### src/sv/wav_hdr_pkg.sv
`timescale 1ns / 1ps
`default_nettype none

package wav_hdr_pkg;

  localparam int unsigned FIFO_DEPTH = 4;
  localparam int unsigned FIFO_AW = $clog2(FIFO_DEPTH);
  localparam int unsigned FIFO_CW = FIFO_AW + 1;

  localparam logic [31:0] TAG_RIFF = 32'h4646_4952;
  localparam logic [31:0] TAG_WAVE = 32'h4556_4157;
  localparam logic [31:0] TAG_FMT  = 32'h2074_6D66;
  localparam logic [31:0] TAG_DATA = 32'h6174_6164;

  localparam logic [15:0] FMT_PCM = 16'd1;
  localparam logic [31:0] FMT_MIN_SIZE = 32'd16;

  localparam int unsigned NUM_RATES = 11;
  localparam logic [31:0] RATE_LIST [NUM_RATES] = '{
    32'd8000, 32'd11025, 32'd12000, 32'd16000, 32'd22050, 32'd24000,
    32'd32000, 32'd44100, 32'd48000, 32'd64000, 32'd96000
  };

  typedef enum logic [1:0] {
    KIND_FORMAT = 2'd0,
    KIND_DATA   = 2'd1,
    KIND_ERROR  = 2'd2
  } kind_e;

  typedef enum logic [3:0] {
    ST_OK        = 4'd0,
    ST_BAD_TAGS  = 4'd1,
    ST_FMT_SHORT = 4'd2,
    ST_NOT_PCM   = 4'd3,
    ST_MISSING   = 4'd4,
    ST_TRUNCATED = 4'd5,
    ST_CHANNELS  = 4'd6,
    ST_RATE      = 4'd7,
    ST_BITS      = 4'd8
  } status_e;

  typedef enum logic [2:0] {
    PH_RIFF = 3'd0,
    PH_HDR  = 3'd1,
    PH_FMT  = 3'd2,
    PH_SKIP = 3'd3,
    PH_DATA = 3'd4,
    PH_DONE = 3'd5,
    PH_HALT = 3'd6
  } phase_e;

  typedef struct packed {
    logic [7:0] stream_byte;
    logic       file_start;
    logic       file_end;
  } in_item_t;

  typedef struct packed {
    kind_e       kind;
    status_e     status;
    logic [31:0] rate_hz;
    logic [15:0] channel_count;
    logic [15:0] sample_bits;
    logic [31:0] payload_size;
    logic [7:0]  payload_byte;
    logic        last;
  } out_item_t;

  typedef struct packed {
    logic v0;
    logic v1;
  } push_t;

  function automatic logic rate_ok(input logic [31:0] r);
    logic hit;
    hit = 1'b0;
    for (int i = 0; i < NUM_RATES; i++) begin
      if (RATE_LIST[i] == r) begin
        hit = 1'b1;
      end
    end
    return hit;
  endfunction

endpackage

`default_nettype wire

### src/sv/wav_pcm_header_parser_top.sv
// WAV PCM header parser. Takes one file byte per clock unless stalled, checks
// the RIFF/WAVE tags, walks the chunks to the fmt and data chunks, and emits
// one format record followed by the data bytes (last set on the final one),
// or one error record; after an error or a finished file, bytes are dropped
// until an item with file_start. Throughput is one byte per cycle when the
// input does not stall: the byte is registered in the input stage, parsed by
// combinational logic and written into a four-entry result queue. An item that
// yields a record plus an error pushes both records into the queue, and input
// stalls while a byte waits in the input register and the queue has room for
// fewer than two records.
`timescale 1ns / 1ps
`default_nettype none

module wav_pcm_header_parser_top (
  input  wire                    clk_i,
  input  wire                    rst_ni,
  input  wire                    cfg_we_i,
  input  wire                    cfg_data_i,
  input  wire                    in_valid_i,
  output logic                   in_stall_o,
  input  wav_hdr_pkg::in_item_t  in_item_i,
  output logic                   out_valid_o,
  input  wire                    out_stall_i,
  output wav_hdr_pkg::out_item_t out_item_o
);

  logic                   check_q;
  logic                   s1_valid_q, s1_valid_d;
  wav_hdr_pkg::in_item_t  s1_item_q;
  logic                   room;
  logic                   consume;
  logic                   accept;
  wav_hdr_pkg::push_t     push;
  wav_hdr_pkg::out_item_t rec0, rec1;

  assign consume    = s1_valid_q && room;
  assign in_stall_o = s1_valid_q && !room;
  assign accept     = in_valid_i && !in_stall_o;
  assign s1_valid_d = accept || (s1_valid_q && !consume);

  always_ff @(posedge clk_i or negedge rst_ni) begin
    if (!rst_ni) begin
      check_q    <= 1'b1;
      s1_valid_q <= 1'b0;
    end else begin
      s1_valid_q <= s1_valid_d;
      if (cfg_we_i) begin
        check_q <= cfg_data_i;
      end
    end
  end

  always_ff @(posedge clk_i) begin
    if (accept) begin
      s1_item_q <= in_item_i;
    end
  end

  wav_hdr_parser u_parser (
    .clk_i          (clk_i),
    .rst_ni         (rst_ni),
    .item_valid_i   (consume),
    .item_i         (s1_item_q),
    .check_format_i (check_q),
    .push_o         (push),
    .rec0_o         (rec0),
    .rec1_o         (rec1)
  );

  wav_hdr_fifo u_fifo (
    .clk_i       (clk_i),
    .rst_ni      (rst_ni),
    .push_i      (push),
    .rec0_i      (rec0),
    .rec1_i      (rec1),
    .room_o      (room),
    .out_valid_o (out_valid_o),
    .out_stall_i (out_stall_i),
    .out_item_o  (out_item_o)
  );

`ifndef SYNTHESIS
  // records only come from a byte being parsed
  a_push_needs_item: assert property (@(posedge clk_i) disable iff (!rst_ni)
    (push.v0 || push.v1) |-> consume)
    else $error("record pushed without a parsed item");

  // a second record is always an error trailing a format or data record
  a_second_is_error: assert property (@(posedge clk_i) disable iff (!rst_ni)
    push.v1 |-> (push.v0 && rec1.kind == wav_hdr_pkg::KIND_ERROR &&
                 rec0.kind != wav_hdr_pkg::KIND_ERROR))
    else $error("bad record pairing");

  // a waiting byte is held until the parser takes it
  a_stage_hold: assert property (@(posedge clk_i) disable iff (!rst_ni)
    (s1_valid_q && !consume) |=> (s1_valid_q && $stable(s1_item_q)))
    else $error("input stage lost a waiting item");
`endif

endmodule

`default_nettype wire

### src/sv/wav_hdr_fifo.sv
`timescale 1ns / 1ps
`default_nettype none

module wav_hdr_fifo (
  input  wire                    clk_i,
  input  wire                    rst_ni,
  input  wav_hdr_pkg::push_t     push_i,
  input  wav_hdr_pkg::out_item_t rec0_i,
  input  wav_hdr_pkg::out_item_t rec1_i,
  output logic                   room_o,
  output logic                   out_valid_o,
  input  wire                    out_stall_i,
  output wav_hdr_pkg::out_item_t out_item_o
);

  localparam int unsigned AW = wav_hdr_pkg::FIFO_AW;
  localparam int unsigned CW = wav_hdr_pkg::FIFO_CW;
  localparam logic [CW-1:0] ROOM_LIMIT = CW'(wav_hdr_pkg::FIFO_DEPTH - 2);

  wav_hdr_pkg::out_item_t mem_q [wav_hdr_pkg::FIFO_DEPTH];
  logic [AW-1:0] wr_ptr_q, wr_ptr_d, rd_ptr_q, rd_ptr_d;
  logic [CW-1:0] count_q, count_d;
  logic [AW-1:0] wr_next;
  logic          pop;

  assign out_valid_o = (count_q != '0);
  assign out_item_o  = mem_q[rd_ptr_q];
  assign room_o      = (count_q <= ROOM_LIMIT);
  assign pop         = out_valid_o && !out_stall_i;
  assign wr_next     = wr_ptr_q + AW'(1);

  always_comb begin
    wr_ptr_d = wr_ptr_q + {{(AW-1){1'b0}}, push_i.v0} + {{(AW-1){1'b0}}, push_i.v1};
    rd_ptr_d = rd_ptr_q + {{(AW-1){1'b0}}, pop};
    count_d  = count_q + {{(CW-1){1'b0}}, push_i.v0} + {{(CW-1){1'b0}}, push_i.v1}
               - {{(CW-1){1'b0}}, pop};
  end

  always_ff @(posedge clk_i or negedge rst_ni) begin
    if (!rst_ni) begin
      wr_ptr_q <= '0;
      rd_ptr_q <= '0;
      count_q  <= '0;
    end else begin
      wr_ptr_q <= wr_ptr_d;
      rd_ptr_q <= rd_ptr_d;
      count_q  <= count_d;
    end
  end

  always_ff @(posedge clk_i) begin
    if (push_i.v0) begin
      mem_q[wr_ptr_q] <= rec0_i;
    end
    if (push_i.v1) begin
      mem_q[wr_next] <= rec1_i;
    end
  end

endmodule

`default_nettype wire

### src/sv/wav_hdr_parser.sv
`timescale 1ns / 1ps
`default_nettype none

module wav_hdr_parser (
  input  wire                    clk_i,
  input  wire                    rst_ni,
  input  wire                    item_valid_i,
  input  wav_hdr_pkg::in_item_t  item_i,
  input  wire                    check_format_i,
  output wav_hdr_pkg::push_t     push_o,
  output wav_hdr_pkg::out_item_t rec0_o,
  output wav_hdr_pkg::out_item_t rec1_o
);

  wav_hdr_pkg::phase_e phase_q, phase_d;
  logic [4:0]  bc_q, bc_d;
  logic [31:0] aw_q, aw_d;
  logic [31:0] tag_q, tag_d;
  logic [32:0] skip_q, skip_d;
  logic        fseen_q, fseen_d;
  logic [15:0] ftag_q, ftag_d;
  logic [15:0] ch_q, ch_d;
  logic [31:0] rate_q, rate_d;
  logic [15:0] bits_q, bits_d;
  logic [31:0] drem_q, drem_d;

  logic                   norm_v, err_v;
  wav_hdr_pkg::out_item_t norm_rec, err_rec;
  wav_hdr_pkg::status_e   err_st;
  logic [7:0]             b;
  logic [3:0]             p;
  logic [32:0]            cnt;

  always_comb begin
    phase_d  = phase_q;
    bc_d     = bc_q;
    aw_d     = aw_q;
    tag_d    = tag_q;
    skip_d   = skip_q;
    fseen_d  = fseen_q;
    ftag_d   = ftag_q;
    ch_d     = ch_q;
    rate_d   = rate_q;
    bits_d   = bits_q;
    drem_d   = drem_q;
    norm_v   = 1'b0;
    norm_rec = '0;
    err_v    = 1'b0;
    err_st   = wav_hdr_pkg::ST_OK;
    b        = item_i.stream_byte;
    p        = '0;
    cnt      = '0;

    if (item_i.file_start) begin
      phase_d = wav_hdr_pkg::PH_RIFF;
      bc_d    = '0;
      aw_d    = '0;
      tag_d   = '0;
      skip_d  = '0;
      fseen_d = 1'b0;
      ftag_d  = '0;
      ch_d    = '0;
      rate_d  = '0;
      bits_d  = '0;
      drem_d  = '0;
    end

    case (phase_d)
      wav_hdr_pkg::PH_RIFF: begin
        aw_d = {b, aw_d[31:8]};
        bc_d = bc_d + 5'd1;
        if (bc_d == 5'd4) begin
          tag_d = aw_d;
        end
        if (bc_d == 5'd12) begin
          if (tag_d != wav_hdr_pkg::TAG_RIFF || aw_d != wav_hdr_pkg::TAG_WAVE) begin
            err_v   = 1'b1;
            err_st  = wav_hdr_pkg::ST_BAD_TAGS;
            phase_d = wav_hdr_pkg::PH_HALT;
          end else begin
            phase_d = wav_hdr_pkg::PH_HDR;
            bc_d    = '0;
          end
        end
      end
      wav_hdr_pkg::PH_HDR: begin
        aw_d = {b, aw_d[31:8]};
        bc_d = bc_d + 5'd1;
        if (bc_d == 5'd4) begin
          tag_d = aw_d;
        end
        if (bc_d >= 5'd8) begin
          bc_d = '0;
          if (!fseen_d && tag_d == wav_hdr_pkg::TAG_FMT) begin
            fseen_d = 1'b1;
            if (aw_d < wav_hdr_pkg::FMT_MIN_SIZE) begin
              err_v   = 1'b1;
              err_st  = wav_hdr_pkg::ST_FMT_SHORT;
              phase_d = wav_hdr_pkg::PH_HALT;
            end else begin
              ftag_d  = '0;
              ch_d    = '0;
              rate_d  = '0;
              bits_d  = '0;
              phase_d = wav_hdr_pkg::PH_FMT;
            end
          end else if (fseen_d && tag_d == wav_hdr_pkg::TAG_DATA) begin
            if (check_format_i && (ch_d == 16'd0 || ch_d > 16'd2)) begin
              err_v   = 1'b1;
              err_st  = wav_hdr_pkg::ST_CHANNELS;
              phase_d = wav_hdr_pkg::PH_HALT;
            end else if (check_format_i && !wav_hdr_pkg::rate_ok(rate_d)) begin
              err_v   = 1'b1;
              err_st  = wav_hdr_pkg::ST_RATE;
              phase_d = wav_hdr_pkg::PH_HALT;
            end else if (check_format_i && bits_d != 16'd16 && bits_d != 16'd32) begin
              err_v   = 1'b1;
              err_st  = wav_hdr_pkg::ST_BITS;
              phase_d = wav_hdr_pkg::PH_HALT;
            end else begin
              norm_v                 = 1'b1;
              norm_rec.kind          = wav_hdr_pkg::KIND_FORMAT;
              norm_rec.status        = wav_hdr_pkg::ST_OK;
              norm_rec.rate_hz       = rate_d;
              norm_rec.channel_count = ch_d;
              norm_rec.sample_bits   = bits_d;
              norm_rec.payload_size  = aw_d;
              norm_rec.payload_byte  = '0;
              norm_rec.last          = (aw_d == '0);
              drem_d                 = aw_d;
              phase_d = (aw_d == '0) ? wav_hdr_pkg::PH_DONE : wav_hdr_pkg::PH_DATA;
            end
          end else begin
            cnt     = {1'b0, aw_d} + {32'd0, aw_d[0]};
            skip_d  = cnt;
            phase_d = (cnt == '0) ? wav_hdr_pkg::PH_HDR : wav_hdr_pkg::PH_SKIP;
          end
        end
      end
      wav_hdr_pkg::PH_FMT: begin
        p = bc_d[3:0];
        case (p)
          4'd0:    ftag_d[7:0]   = ftag_d[7:0] | b;
          4'd1:    ftag_d[15:8]  = ftag_d[15:8] | b;
          4'd2:    ch_d[7:0]     = ch_d[7:0] | b;
          4'd3:    ch_d[15:8]    = ch_d[15:8] | b;
          4'd4:    rate_d[7:0]   = rate_d[7:0] | b;
          4'd5:    rate_d[15:8]  = rate_d[15:8] | b;
          4'd6:    rate_d[23:16] = rate_d[23:16] | b;
          4'd7:    rate_d[31:24] = rate_d[31:24] | b;
          4'd14:   bits_d[7:0]   = bits_d[7:0] | b;
          4'd15:   bits_d[15:8]  = bits_d[15:8] | b;
          default: ;
        endcase
        bc_d = bc_d + 5'd1;
        if (bc_d >= 5'd16) begin
          if (ftag_d != wav_hdr_pkg::FMT_PCM) begin
            err_v   = 1'b1;
            err_st  = wav_hdr_pkg::ST_NOT_PCM;
            phase_d = wav_hdr_pkg::PH_HALT;
          end else begin
            cnt     = {1'b0, aw_d - wav_hdr_pkg::FMT_MIN_SIZE} + {32'd0, aw_d[0]};
            skip_d  = cnt;
            bc_d    = '0;
            phase_d = (cnt == '0) ? wav_hdr_pkg::PH_HDR : wav_hdr_pkg::PH_SKIP;
          end
        end
      end
      wav_hdr_pkg::PH_SKIP: begin
        if (skip_d != '0) begin
          skip_d = skip_d - 33'd1;
        end
        if (skip_d == '0) begin
          phase_d = wav_hdr_pkg::PH_HDR;
          bc_d    = '0;
        end
      end
      wav_hdr_pkg::PH_DATA: begin
        if (drem_d != '0) begin
          drem_d = drem_d - 32'd1;
        end
        norm_v                 = 1'b1;
        norm_rec.kind          = wav_hdr_pkg::KIND_DATA;
        norm_rec.status        = wav_hdr_pkg::ST_OK;
        norm_rec.rate_hz       = rate_d;
        norm_rec.channel_count = ch_d;
        norm_rec.sample_bits   = bits_d;
        norm_rec.payload_size  = aw_d;
        norm_rec.payload_byte  = b;
        norm_rec.last          = (drem_d == '0);
        if (drem_d == '0) begin
          phase_d = wav_hdr_pkg::PH_DONE;
        end
      end
      default: ;
    endcase

    if (item_i.file_end) begin
      case (phase_d)
        wav_hdr_pkg::PH_RIFF, wav_hdr_pkg::PH_FMT, wav_hdr_pkg::PH_DATA: begin
          err_v   = 1'b1;
          err_st  = wav_hdr_pkg::ST_TRUNCATED;
          phase_d = wav_hdr_pkg::PH_HALT;
        end
        wav_hdr_pkg::PH_HDR, wav_hdr_pkg::PH_SKIP: begin
          err_v   = 1'b1;
          err_st  = wav_hdr_pkg::ST_MISSING;
          phase_d = wav_hdr_pkg::PH_HALT;
        end
        default: ;
      endcase
    end

    err_rec        = '0;
    err_rec.kind   = wav_hdr_pkg::KIND_ERROR;
    err_rec.status = err_st;

    push_o.v0 = item_valid_i && (norm_v || err_v);
    push_o.v1 = item_valid_i && norm_v && err_v;
    rec0_o    = norm_v ? norm_rec : err_rec;
    rec1_o    = err_rec;
  end

  always_ff @(posedge clk_i or negedge rst_ni) begin
    if (!rst_ni) begin
      phase_q <= wav_hdr_pkg::PH_RIFF;
      bc_q    <= '0;
      aw_q    <= '0;
      tag_q   <= '0;
      skip_q  <= '0;
      fseen_q <= 1'b0;
      ftag_q  <= '0;
      ch_q    <= '0;
      rate_q  <= '0;
      bits_q  <= '0;
      drem_q  <= '0;
    end else if (item_valid_i) begin
      phase_q <= phase_d;
      bc_q    <= bc_d;
      aw_q    <= aw_d;
      tag_q   <= tag_d;
      skip_q  <= skip_d;
      fseen_q <= fseen_d;
      ftag_q  <= ftag_d;
      ch_q    <= ch_d;
      rate_q  <= rate_d;
      bits_q  <= bits_d;
      drem_q  <= drem_d;
    end
  end

endmodule

`default_nettype wire
### config.mk
export PLATFORM = sky130hd
export DESIGN_NAME = wav_pcm_header_parser_top
export DESIGN_NICKNAME = d
export VERILOG_FILES = /design/src/sv/wav_hdr_pkg.sv /design/src/sv/wav_pcm_header_parser_top.sv /design/src/sv/wav_hdr_fifo.sv /design/src/sv/wav_hdr_parser.sv
export SDC_FILE = /design/constraint.sdc
export NUM_CORES = 2
export LEC_CHECK = 0
export BUFFER_PORTS_ARGS = -buffer_cell sky130_fd_sc_hd__buf_2
export CAP_MARGIN = 20
export CORE_ASPECT_RATIO = 0.9
export CORE_UTILIZATION = 45
export CTS_CLUSTER_DIAMETER = 120
export DETAILED_ROUTE_END_ITERATION = 8
export PLACE_DENSITY_LB_ADDON = 0.15
export SLEW_MARGIN = 30
export SYNTH_ARGS = -nofsm -noshare
export SYNTH_HDL_FRONTEND = slang
export SYNTH_SLANG_ARGS = --single-unit
### constraint.sdc
create_clock -name clk_i -period 9 [get_ports clk_i]
set_clock_uncertainty 0.15 [all_clocks]
set_input_delay 0.45 -clock clk_i [delete_from_list [all_inputs] [get_ports clk_i]]
set_output_delay 0.45 -clock clk_i [all_outputs]
set_load 0.02 [all_outputs]
* After elaboration in Yosys (flattened, before gate mapping)
Memories as Yosys holds them, arrays and structs flattened.
Cells that the tools add are included.
** Storage, ports and cells
- Flip-flop bits (word level) :: 237
- Memory bits (writable) :: 444
- Memories :: 1
- Output and inout bits :: 113
- Logic and storage cells :: 278
** Memory list
- u_fifo.mem_q :: depth 4, width 111, rd ports 1, clocked after Yosys merged registers in 0, write ports 2, line wav_hdr_fifo.sv:20 : wav_hdr_pkg::out_item_t mem_q [wav_hdr_pkg::FIFO_DEPTH];
** Operators by class
- $add $sub $neg :: 13
- Reductions and logical operators :: 40
- $lt $le $gt $ge :: 5
- Mux-type cells :: 153
- Bitwise logic cells :: 10
- Equal/unequal tests :: 37
** Operators with widths (count)
- 111-bit two-way mux :: 6
- 32-bit two-way mux :: 19
- 33-bit two-way mux :: 8
- 111-bit case mux with 2 select lines :: 1
- 16-bit two-way mux :: 12
- 32-bit case mux with 2 select lines :: 3
- 105-bit two-way mux :: 1
- 33-bit logical NOT :: 3
- 33-bit case mux with 3 select lines :: 1
- 14-bit by 32-bit == test with 1-bit output (first input constant) :: 3
- 15-bit by 32-bit == test with 1-bit output (first input constant) :: 3
- 16-bit by 32-bit == test with 1-bit output (first input constant) :: 3
- 8-bit two-way mux :: 12
- 16-bit case mux with 2 select lines :: 3
- 8-bit OR :: 10
- 32-bit by 1-bit adder with 33-bit output :: 2
- 32-bit logical NOT :: 2
- 32-bit by 31-bit != test with 1-bit output (second input constant) :: 2
- 3-bit two-way mux :: 16
- 1-bit two-way mux :: 45
- 4-bit two-way mux :: 9
- 5-bit two-way mux :: 7
- 33-bit nonzero test :: 1
- 33-bit by 1-bit subtractor with 33-bit output (second input constant) :: 1
- other kinds (46) :: 85

* Depth between registers and ports, before layout
- Depth in word-level cells :: 35
- Gate-level depth with buffers :: 28
- Gate-level depth less buffers :: 18

* By module
Synthesis repeated with hierarchy kept, for this count alone.
** Unflattened totals
- Cells, all modules :: 3700
- Area total of the unflattened synthesis :: 41407.2 µm²
** By module, submodules not included
- wav_hdr_fifo :: area an instance 21613.2 µm², cells each 1107, times used 1
- wav_hdr_parser :: area an instance 19391.1 µm², cells each 2575, times used 1
- wav_pcm_header_parser_top :: area an instance 402.9 µm², cells each 18, times used 1

* Worst setup path after synthesis
No wires, ideal clock.
- Path kind :: reg-to-reg
- From :: register s1_item_q[1] in the netlist's numbering
- To :: register u_fifo.count_q[1]
- Stages on the path, launching flop included :: 27
- Data required time :: 8.715 ns
- Arrival time :: 6.921 ns
- Clock period less this slack :: 7.207 ns
- Slack :: 1.793 ns
- Path buffers :: 10
- Setup time :: 0.135 ns
- Cell sequence :: edfxtp_1 inv_1 buf_2 clkbuf_1 buf_2 clkbuf_1 clkbuf_1 buf_1 clkbuf_1 buf_1 nand2_1 inv_1 ha_1 clkbuf_1 o21ai_0 or4_4 a211oi_4 a21o_2 a21oi_1 or4b_1 buf_2 nor4_1 inv_1 ha_1 fa_1 inv_1 fa_1
** Between the ends
- Longest elaborated chain between the ends :: 35
** RTL lines
- from (decl) :: line wav_pcm_header_parser_top.sv:29 : wav_hdr_pkg::in_item_t s1_item_q;
- from (signal assigned) :: line wav_pcm_header_parser_top.sv:55 : s1_item_q <= in_item_i;
- 32-bit two-way mux :: line wav_hdr_parser.sv:54 : if (item_i.file_start) begin
- 13-bit by 32-bit == test with 1-bit output :: line wav_hdr_pkg.sv:78 : if (RATE_LIST[i] == r) begin
- 1-bit two-way mux (11 in series) :: line wav_hdr_pkg.sv:78
- 1-bit two-way mux :: line wav_hdr_parser.sv:108 : if (check_format_i && (ch_d == 16'd0 || ch_d > 16'd2)) begin
- 1-bit two-way mux :: line wav_hdr_parser.sv:107 : end else if (fseen_d && tag_d == wav_hdr_pkg::TAG_DATA) begin
- 1-bit two-way mux :: line wav_hdr_parser.sv:94 : if (!fseen_d && tag_d == wav_hdr_pkg::TAG_FMT) begin
- 1-bit two-way mux :: line wav_hdr_parser.sv:92 : if (bc_d >= 5'd8) begin
- 1-bit two-way mux :: line wav_hdr_parser.sv:68 : case (phase_d)
- [... 10 more ...]
- 1-bit two-way mux :: line wav_hdr_parser.sv:199 : case (phase_d)
- 1-bit two-way mux :: line wav_hdr_parser.sv:198 : if (item_i.file_end) begin
- 1-bit logical OR :: line wav_hdr_parser.sv:218 : push_o.v0 = item_valid_i && (norm_v || err_v);
- 1-bit logical AND :: line wav_hdr_parser.sv:218
- 3-bit by 1-bit adder with 3-bit output :: line wav_hdr_fifo.sv:35 : count_d = count_q + {{(CW-1){1'b0}}, push_i.v0} + {{(CW-1){1'b0}}, push_i.v1}
- 3-bit by 1-bit adder with 3-bit output * :: line wav_hdr_fifo.sv:35
- 3-bit by 1-bit subtractor with 3-bit output * :: line wav_hdr_fifo.sv:36 : - {{(CW-1){1'b0}}, pop};
- named net u_fifo.count_d[1] :: line wav_hdr_fifo.sv:22 : logic [CW-1:0] count_q, count_d;
- to (signal assigned) :: line wav_hdr_fifo.sv:47 : count_q <= count_d;
- to (decl) :: line wav_hdr_fifo.sv:22
Mark *: on every way through the listed nets, which the timed path passes. The rest lies on a longest branch. The select of a mux whose other input is x is not followed.
A chain may end at the register's enable or synchronous reset.

* Worst setup path after layout
Same ends and word-level chain as after synthesis.

==> metrics.yaml <==
critical_path:
  crit_type: "register to register"
  max_stage_delay_ns: 0.87
  crit_slowest_cell: "or4b_1"
  worstPathRequired_ns: 9.38
  crit_chain: "buf_12 -> buf_4 -> nor2_1 -> or4b_1 -> a21oi_1 -> nand2_1 -> or4_1 -> nor4_1 -> and4_1 -> nor4_1 -> inv_1 -> ha_1 -> fa_1 -> inv_1 -> fa_1"
  start_kind: "register"
  arrival_ns: 6.81
  end_kind: "register"
  path_max_fanout: 142
timing:
  fmax_mhz: 156
  tns_ns: 0
  drv_slew: 0
  rsz0062_at_grt: "no"
  tightest_slew_ns: 1.05
  finalSetupViolations: 0
  finalHoldViolations: 0
  fin_crit_sh_pct: 71.4
  period_needed_ns: 6.43
  max-slew-margin-rel_pct: 29.9
floorplanning:
  ios: 129
  dieHeight_um: 273
  die_w_um: 303
  num_rows: 99
  fp.dieArea_um2: 82800
  initial_core_util_pct: 45.4
  core_um2: 81000
global_route:
  grt_max_degree: 143
  grt_usage_pct: 32.7
  grt_pass1_wl_um: 208000
  grt_overflow: 0
  antenna_found_initial: 2
  grt_pass1_vias: 32000
yosys:
  ys_seq_area_share_pct: 40.9
  syn_inst: 4164
  synth_top_area_cell: "dfxtp_1"
  synth_common_cells: "643 x nor2_1, 428 x dfxtp_1, 389 x nand2_1"
  yosysWarnings: 0
  synthArstFlopShare_pct: 33.3
  syn-mean-instance-area_um2: 8.83
  yosysUniqueCellTypes: 104
  synth_area_leaders: "dfxtp_1 23%, dfrtp_1 15%, mux4_2 6.8%"
  synth_edf_count: 26
  syn_nets: 4197
  synth_most_common_cell: "nor2_1"
  syn_area_um2: 36800
  synthFlopType: "dfxtp_1"
  synth_top_cell_area_share_pct: 23.3
  synth.ff_latch_count: 681
placed_design:
  gp_congestion: 1.01
  portBuffers: 128
  dpl_cell_area_um2: 37800
  dp_hpwl_um: 87900
clocking:
  clock-sinks: 681
  cts_buffer_depth: 3
  cts_setup_buffers: 0
  clk_latency_ns: 0.66
  cts_tree: "yes"
  htree_levels: 3
  cts-root-buf: "clkbuf_16"
  path_clk_slew_ns: 0.06
  cts_buffers: 76
routing:
  vias_per_cell: 6.57
  ant_nets: 0
  dr.first_iter.drc_count: 4584
  drcViolationCount: 0
  first_pass_iters: 8
  wl_per_cell_um: 26.6
  totalWireLength_um: 139000
  vias: 34200
power:
  leakage_nw: 15.7
  p_per_area_nw_per_um2: 341
  ir_drop_v: 0.000205
run:
  drv_cap: 0
layout:
  nets: 4118
  syn2layout_area_growth_pct: 10.3
  drive_gt1_share_pct: 13.8
  final_cell_area_um2: 40600
status:
  outcome: "finished, final reports clean"
worst_hold_path:
  hold_path_class: "input port to register"
==> power breakdown <==
| group | total, mW | leakage [nW] | internal [mW] | switching [mW] |
|---|---|---|---|---|
| combinational | 6.18 | 7.68 | 2.18 | 4.00 |
| sequential | 4.40 | 6.72 | 3.67 | 0.733 |
| clock | 3.24 | 1.28 | 1.87 | 1.37 |
| total | 13.8 | 15.7 | 7.72 | 6.10 |
==> worst max-delay path: cells and delay by family, from the launching register on <==
kind / cells / cell delay, ns
AO/OA/AOI/OAI: 1 / 0.33
adder cells (fa/ha/maj): 3 / 1.04
buffers and inverters: 4 / 1.34
flip-flops: 1 / 0.41
AND/OR/NAND/NOR: 7 / 2.97
==> layer usage <==
metal	routed length (um)	track usage [%]
met5	15	0
met4	6550	14.3
met3	13300	7.21
met2	60700	49.2
met1	58000	45.1
==> state kept, by name (all words and copies together), names as in the netlist, 10 cells and up <==
signal,count
s1_item_q,10
u_fifo.mem_q,444
u_parser.aw_q,32
u_parser.bits_q,16
u_parser.ch_q,16
u_parser.drem_q,32
u_parser.ftag_q,16
u_parser.rate_q,32
u_parser.skip_q,33
u_parser.tag_q,32
==> placed cells by master (no fill, tap or decap), types with 20 or more instances in the layout <==
| cell | n |
|---|---|
| or3_1 | 24 |
| or4_1 | 26 |
| o21ai_0 | 261 |
| a211oi_1 | 144 |
| dfrtp_1 | 224 |
| nor4_1 | 64 |
| edfxtp_1 | 26 |
| nand4_1 | 30 |
| a22oi_1 | 320 |
| o22ai_1 | 25 |
| buf_2 | 127 |
| inv_1 | 38 |
| a21oi_1 | 182 |
| nor2b_1 | 48 |
| a31oi_1 | 32 |
| or2_2 | 21 |
| nand3_1 | 74 |
| nor3_1 | 76 |
| mux4_2 | 111 |
| and3_1 | 20 |
| nor2_1 | 640 |
| xor2_1 | 38 |
| a22o_1 | 41 |
| nand2_1 | 387 |
| clkbuf_16 | 79 |
| buf_4 | 81 |
| mux2_2 | 21 |
| o211ai_1 | 22 |
| dfxtp_1 | 428 |
| xnor2_1 | 49 |
==> metrics by stage <==
step	utilization, %	hold slack (ns)	power [mW]	cells	setup WS [ns]
2_1_floorplan	-	0.00441	8.53	4164	1.79
5_1_grt	50.1	0.103	14.5	5206	2.31
3_3_place_gp	46.6	0.283	10.4	5051	2.80
3_5_place_dp	46.6	0.285	10.4	5052	2.73
4_1_cts	50.0	0.0893	13.7	5205	2.73
6_report	50.1	0.0983	13.8	5207	2.57
==> path summary, 6_finish.rpt <==
| kind | startpoint | to | slack (ns) | cells after the start |
|---|---|---|---|---|
| worst max-delay path | s1_item_q[1] | u_fifo.count_q[1] | 2.57 | 15 |
| worst min-delay path | out_stall_i | u_fifo.rd_ptr_q[0] | 0.1 | 3 |
| worst max register to register | s1_item_q[1] | u_fifo.count_q[1] | 2.57 | 15 |
| worst min register to register | u_fifo.mem_q[2][110] | u_fifo.mem_q[2][110] | 0.30 | 2 |
| max in group asynchronous | rst_ni | u_parser.rate_q[17] | 7.01 | 3 |
| min in group asynchronous | rst_ni | u_parser.aw_q[5] | 0.32 | 2 |
==> area by class of cell <==
type | instances | area, um2
fill | 7754 | 40500
sequential | 681 | 15000
timing repair buffer | 227 | 1460
multi-input combinational | 3060 | 20000
clock inverter | 30 | 349
tap | 1060 | 1330
antenna | 1 | 2.50
inverter | 39 | 148
clock buffer | 109 | 2250
==> cells by family after synthesis <==
group	synth area share [%]
multiplexers	8.00
flip-flops	40.9
adder cells (fa/ha/maj)	0.640
buffers and inverters	5.12
AND/OR/NAND/NOR	20.4
AO/OA/AOI/OAI	22.8
XOR/XNOR	2.07
==> repair_timing <==
item | in CTS | in global routing
endpoints found under the hold margin | 110 | 0
hold buffers | 14 | 0
gates resized for setup | 0 | 0
setup endpoints to repair | 0 | 0
(Power assumes the default switching activity.)
